File: config.mk
export PLATFORM = sky130hd
export DESIGN_NAME = adrp_store_ref_scanner_core
export DESIGN_NICKNAME = d
export VERILOG_FILES = /design/src/rtl/asrs_pkg.sv /design/src/rtl/adrp_store_ref_scanner_core.sv
export SDC_FILE = /design/constraint.sdc
export NUM_CORES = 2
export LEC_CHECK = 0
export BUFFER_PORTS_ARGS = -buffer_cell sky130_fd_sc_hd__buf_4
export CAP_MARGIN = 10
export CORE_ASPECT_RATIO = 0.75
export CORE_UTILIZATION = 49
export DETAILED_ROUTE_END_ITERATION = 8
export PLACE_DENSITY = 0.67
export SLEW_MARGIN = 10
export SYNTH_ARGS = -nofsm -noshare
export SYNTH_HDL_FRONTEND = slang
export SYNTH_SLANG_ARGS = --single-unit
File: constraint.sdc
create_clock -name clk -period 6.5 [get_ports clk]
set_input_delay 0.325 -clock clk [delete_from_list [all_inputs] [get_ports clk]]
set_output_delay 0.325 -clock clk [all_outputs]
set_load 0.03 [all_outputs]
File: src/rtl/asrs_pkg.sv
// Shared constants and instruction decode helpers for the ADRP/store reference scanner.
// No dependencies; imported by the scanner core and its checker.
`timescale 1ns / 1ps

package asrs_pkg;

	localparam int ADDR_W   = 64;
	localparam int WORD_W   = 32;
	localparam int POS_W    = 62;
	localparam int NUM_REGS = 32;
	localparam int REG_W    = 5;

	// default pairing window in words
	localparam int DEF_WINDOW_WORDS = 15;

	// opcode masks and match patterns
	localparam logic [WORD_W-1:0] ADRP_MASK  = 32'h9F00_0000;
	localparam logic [WORD_W-1:0] ADRP_MATCH = 32'h9000_0000;
	localparam logic [WORD_W-1:0] STR_MASK   = 32'h3F40_0000;
	localparam logic [WORD_W-1:0] STR_MATCH  = 32'h3900_0000;
	localparam logic [WORD_W-1:0] ADD_MASK   = 32'h7F00_0000;
	localparam logic [WORD_W-1:0] ADD_MATCH  = 32'h1100_0000;
	localparam logic [WORD_W-1:0] LDR_MASK   = 32'hFFC0_0000;
	localparam logic [WORD_W-1:0] LDR_MATCH  = 32'hF940_0000;

	// decoded view of one instruction word
	typedef struct packed {
		logic             is_adrp;
		logic             is_str;
		logic             kills_rd;
		logic [REG_W-1:0] rd;
		logic [REG_W-1:0] rn;
	} insn_dec_t;

	function automatic insn_dec_t decode(input logic [WORD_W-1:0] w);
		insn_dec_t d;
		d.is_adrp  = (w & ADRP_MASK) == ADRP_MATCH;
		d.is_str   = (w & STR_MASK) == STR_MATCH;
		d.kills_rd = d.is_adrp || ((w & ADD_MASK) == ADD_MATCH) ||
			((w & LDR_MASK) == LDR_MATCH);
		d.rd       = w[4:0];
		d.rn       = w[9:5];
		return d;
	endfunction

	// page-relative displacement of an ADRP, sign-extended and shifted by 12
	function automatic logic [ADDR_W-1:0] adrp_disp(input logic [WORD_W-1:0] w);
		logic [20:0] imm;
		imm = {w[23:5], w[30:29]};
		return {{(ADDR_W-33){imm[20]}}, imm, 12'h000};
	endfunction

	// store offset: imm12 scaled by the access size
	function automatic logic [ADDR_W-1:0] store_off(input logic [WORD_W-1:0] w);
		logic [ADDR_W-1:0] imm;
		imm = {{(ADDR_W-12){1'b0}}, w[21:10]};
		return imm << w[31:30];
	endfunction

endpackage

File: src/rtl/adrp_store_ref_scanner_core.sv
// ADRP/store reference scanner top level: input register, pending-page table, result register.
// Depends on asrs_pkg.
`timescale 1ns / 1ps

// Takes one instruction word per cycle while in_stall is low. After the input register, the result
// register gives a store's data address if it pairs with an ADRP seen within the last WINDOW_WORDS
// words. The word address (base_address plus four times the position) is formed as the word is
// registered; the input-register stage reads the 32-entry pending-page table at the store's base
// register and adds the scaled offset, and the 64-bit adds set the cycle time. Pending entries
// age with a small per-entry counter, so no position compare spans the table. in_stall rises only
// while a result waits in the output register under out_stall. base_address is to be written via
// cfg_wr_en/cfg_wr_data only while no item is in flight; the block itself does not enforce this.
module adrp_store_ref_scanner_core #(
	parameter int WINDOW_WORDS = asrs_pkg::DEF_WINDOW_WORDS
) (
	input  logic                         clk,
	input  logic                         arst_n,
	input  logic                         cfg_wr_en,
	input  logic [asrs_pkg::ADDR_W-1:0]  cfg_wr_data,
	input  logic                         in_valid,
	output logic                         in_stall,
	input  logic [asrs_pkg::WORD_W-1:0]  insn_word,
	input  logic                         last_word,
	output logic                         out_valid,
	input  logic                         out_stall,
	output logic [asrs_pkg::ADDR_W-1:0]  ref_address
);
	import asrs_pkg::*;

	localparam int AGE_W = $clog2(WINDOW_WORDS + 1);

	logic [ADDR_W-1:0]  base_q;
	logic [POS_W-1:0]   pos_q;

	logic               valid_s1;
	logic [WORD_W-1:0]  insn_s1;
	logic               last_s1;
	logic [ADDR_W-1:0]  addr_s1;

	logic [NUM_REGS-1:0] pend_valid_q;
	logic [AGE_W-1:0]    pend_age_q  [NUM_REGS];
	logic [ADDR_W-1:0]   pend_page_q [NUM_REGS];

	logic                out_valid_q;
	logic [ADDR_W-1:0]   ref_address_q;

	logic                in_acc;
	logic                fire_s1;
	insn_dec_t           dec;
	logic                hit;
	logic [ADDR_W-1:0]   page_new;
	logic [ADDR_W-1:0]   ref_new;
	logic [NUM_REGS-1:0] valid_nxt;

	// handshake
	assign fire_s1   = valid_s1 && !(out_valid_q && out_stall);
	assign in_stall  = valid_s1 && out_valid_q && out_stall;
	assign in_acc    = in_valid && !in_stall;
	assign out_valid = out_valid_q;
	assign ref_address = ref_address_q;

	// configuration register
	always_ff @(posedge clk or negedge arst_n) begin
		if (!arst_n) begin
			base_q <= '0;
		end else if (cfg_wr_en) begin
			base_q <= cfg_wr_data;
		end
	end

	// position count and input register
	always_ff @(posedge clk or negedge arst_n) begin
		if (!arst_n) begin
			pos_q    <= '0;
			valid_s1 <= 1'b0;
		end else begin
			if (in_acc) begin
				pos_q    <= last_word ? '0 : pos_q + POS_W'(1);
				valid_s1 <= 1'b1;
			end else if (fire_s1) begin
				valid_s1 <= 1'b0;
			end
		end
	end

	always_ff @(posedge clk) begin
		if (in_acc) begin
			insn_s1 <= insn_word;
			last_s1 <= last_word;
			addr_s1 <= base_q + {pos_q, 2'b00};
		end
	end

	// decode, table lookup and address forming
	always_comb begin
		dec      = decode(insn_s1);
		hit      = dec.is_str && pend_valid_q[dec.rn];
		ref_new  = pend_page_q[dec.rn] + store_off(insn_s1);
		page_new = {addr_s1[ADDR_W-1:12], 12'h000} + adrp_disp(insn_s1);
	end

	// next valid bits: consume on store, end on add/ldr/adrp, record adrp, age out, clear on last word
	always_comb begin
		for (int r = 0; r < NUM_REGS; r++) begin
			valid_nxt[r] = pend_valid_q[r];
			if (hit && (dec.rn == REG_W'(r))) begin
				valid_nxt[r] = 1'b0;
			end
			if (dec.kills_rd && (dec.rd == REG_W'(r))) begin
				valid_nxt[r] = 1'b0;
			end
			if (dec.is_adrp && (dec.rd == REG_W'(r))) begin
				valid_nxt[r] = 1'b1;
			end else if (pend_age_q[r] == AGE_W'(WINDOW_WORDS)) begin
				// entry would be older than the window at the next item
				valid_nxt[r] = 1'b0;
			end
			if (last_s1) begin
				valid_nxt[r] = 1'b0;
			end
		end
	end

	// pending table valid bits and ages; age holds the distance seen by the next item
	always_ff @(posedge clk or negedge arst_n) begin
		if (!arst_n) begin
			pend_valid_q <= '0;
		end else if (fire_s1) begin
			pend_valid_q <= valid_nxt;
		end
	end

	always_ff @(posedge clk) begin
		if (fire_s1) begin
			for (int r = 0; r < NUM_REGS; r++) begin
				if (dec.is_adrp && (dec.rd == REG_W'(r))) begin
					pend_age_q[r] <= AGE_W'(1);
				end else if (pend_age_q[r] != AGE_W'(WINDOW_WORDS)) begin
					pend_age_q[r] <= pend_age_q[r] + AGE_W'(1);
				end
			end
			if (dec.is_adrp) begin
				pend_page_q[dec.rd] <= page_new;
			end
		end
	end

	// result register
	always_ff @(posedge clk or negedge arst_n) begin
		if (!arst_n) begin
			out_valid_q <= 1'b0;
		end else if (fire_s1) begin
			out_valid_q <= hit;
		end else if (!out_stall) begin
			out_valid_q <= 1'b0;
		end
	end

	always_ff @(posedge clk) begin
		if (fire_s1 && hit) begin
			ref_address_q <= ref_new;
		end
	end

endmodule

==> qor.yml <==
power_and_ir_drop:
  power.density_mw_per_mm2: 312
  leakagePower_nw: 34.0
  ir_drop_uv: 241
  power.total_mw: 31.7
grt:
  grt_max_degree: 139
  overflow: 0
  antenna_found_initial: 7
  first_global_vias: 47000
  grt_first_pass_wirelength_um: 322000
  grt.total_usage_pct: 24.5
layout:
  seq_area_mm2: 0.0624
  layout_common_cells: "1941 x edfxtp_1, 527 x mux4_2, 254 x buf_4"
  final_cells: 7740
  fin_nets: 5443
  synthToLayoutAreaGrowth_pct: 14.3
  final_common_cell: "edfxtp_1"
  fillCellCount: 13200
  drive_gt1_share_pct: 24.2
  multi_input_area_mm2: 0.0259
sta:
  max_slew.worst_pin.slew_ns: 1.24
  grt_setup_unrepaired: "no"
  skew_ns: 0.0516
  tns_ns: 0
  setup_viol: 0
  min_period_over_period_pct: 84.7
  finalHoldViolCount: 0
  slew_headroom_pct: 17.3
  fmax_mhz: 182
  period_needed_ns: 5.50
  finalMaxSlewViolations: 0
status:
  status: "completed"
route:
  vias: 47700
  drtIter0Drc: 5768
  drc_errors: 0
  routedWlPerCell_um: 28.7
  vias_per_cell: 6.16
  routed_wl_um: 222000
  ant_nets: 0
  dr.pass1.iters: 6
setup_path:
  required_ns: 7.07
  cp-start-kind: "register"
  arrival_ns: 6.07
  cp_max_fo: 28
  worstSetupPathType: "register to register"
  endpoint_kind: "register"
synth:
  ys.flop_type: "edfxtp_1"
  yosysSeqAreaShare_pct: 70.3
  synth_cells: 4796
  synth_top_area_share_pct: 65.7
  synth.cell_area_mm2: 0.0887
  synth-warning-count: 0
  ys_ff_latch: 2104
  synthTopCellsByArea: "edfxtp_1 66%, mux4_2 13%, dfrtp_1 4.5%"
  ys_types: 76
  synth_edf_count: 1941
  async_flop_share_pct: 7.51
  synth_area_per_cell_um2: 18.5
  synthesis.nets: 5047
  synth_area_leader_cell: "edfxtp_1"
floorplanning:
  die_x_um: 493
  io_pins: 168
  die_h_um: 371
  core_mm2: 0.179
  start_util_pct: 49.6
  dieArea_mm2: 0.183
  num_rows: 134
clock_tree:
  numCtsBuffers: 200
  path_clk_slew_ns: 0.06
  cts_setup_buffers: 0
  numClockSinks: 2104
  hold_buffers: 99
  cts_max_level: 4
  cts_tree: "done"
  cts-resized-gates: 0
  clock_path_buffers: 3
  clk_latency_ns: 0.86
  root_buffer: "clkbuf_16"
job:
  maxCapViolations: 0
placed_design:
  io_buffers: 165
  place_inst: 7271
  dpl.hpwl_um: 129000
  gp_congestion: 0.845
worst_hold_path:
  min_path_type: "input pin to asynchronous set/reset pin"
power by group:
part	internal, mW	switching [mW]
registers	16.0	0.207
logic	1.34	2.49
clock network	6.52	5.09
final timing paths:
kind                                           endpoint  slack [ns]  cells past startpoint
setup / recovery              ref_address[63]$_DFFE_PP_         1.0                     15
hold / removal                    pos_q[52]$_DFFE_PN0P_        0.14                      2
setup reg to reg              ref_address[63]$_DFFE_PP_         1.0                     15
hold reg to reg            pend_valid_q[22]$_DFFE_PN0P_        0.48                      2
max in group asynchronous  pend_valid_q[21]$_DFFE_PN0P_        4.86                      3
min in group clk                 base_q[53]$_DFFE_PN0P_        0.19                      2
state kept, by name (all words and copies together), names as in the netlist, named ones only:
| register | cells |
|---|---|
| addr_s1 | 52 |
| base_q | 62 |
| insn_s1 | 32 |
| last_s1 | 1 |
| out_valid | 1 |
| pend_age_q | 128 |
| pend_page_q | 1664 |
| pend_valid_q | 32 |
| pos_q | 62 |
| ref_address | 64 |
| valid_s1 | 1 |
synthesized netlist by cell type (9+ instances only):
cell	number
nand3_1	96
a21boi_0	10
mux2_2	70
buf_1	10
and3_1	28
a21oi_1	119
xnor2_1	139
buf_6	34
o21ai_0	161
nor2_1	226
clkbuf_1	80
a31o_2	29
nand4_1	27
mux2i_1	64
edfxtp_1	1941
buf_2	45
xor2_1	124
o21bai_1	22
nand2_1	221
o31ai_1	34
inv_1	44
or3_1	15
a21o_1	72
and2_1	40
nor3b_1	9
a22oi_1	30
a31oi_1	70
nor2b_1	17
dfrtp_1	158
mux4_2	527
buf_4	19
nor3_1	35
nand2b_1	16
nand3b_1	9
ha_1	147
logic make-up (layout without fill, tap and decap cells):
logic type / Yosys count / in the layout / synth area share [%]
AO/OA/AOI/OAI: 602 / 602 / 4.29
XOR/XNOR: 263 / 263 / 2.60
adder cells (fa/ha/maj): 149 / 149 / 2.12
buffers and inverters: 237 / 799 / 1.50
flip-flops: 2104 / 2104 / 70.3
multiplexers: 664 / 664 / 15.1
other: 0 / 2 / 0
AND/OR/NAND/NOR: 777 / 777 / 4.16
routing by layer:
metal	track usage [%]	routed length, um	vias to the layer above	share of wire (%)
li1	-	-	20300	-
met1	35.4	92200	24800	42
met2	37.5	102000	2328	46
met3	6.09	22900	296	10
met4	6.23	5120	4	2.3
met5	0.104	26	-	0.012
critical path, stage by stage, from the launching register on:
cell,delay (ns)
dfxtp_4,0.71
mux4_2,0.59
mux4_2,0.50
mux2i_1,0.43
inv_1,0.10
ha_1,0.30
a21o_1,0.11
a21oi_1,0.20
nor3_2,0.28
nor4bb_2,0.31
buf_4,0.23
nand2_1,0.13
or3_1,0.56
nor3_4,0.42
nor3b_2,0.25
xnor2_1,0.08
area by class of cell:
class | count | share of cell area, %
Clock inverter | 104 | 1.04
Clock buffer | 264 | 5.31
Tap cell | 2380 | 2.94
Sequential cell | 2104 | 61.5
Multi-Input combinational cell | 2455 | 25.6
Timing Repair Buffer | 387 | 3.52
Antenna cell | 2 | 0.00493
Inverter | 44 | 0.168
through the flow:
stage	hold slack, ns	worst slack (ns)	instance area [um2]	utilization (%)
after detailed placement	0.465	1.04	93900	52.5
final	0.143	0.997	101000	56.7
after global placement	0.455	1.07	93900	52.5
after CTS	0.144	1.01	101000	56.7
after floorplan	0.0294	0.370	88700	-
after global routing	0.170	0.703	101000	56.7
(Power assumes the default switching activity.)
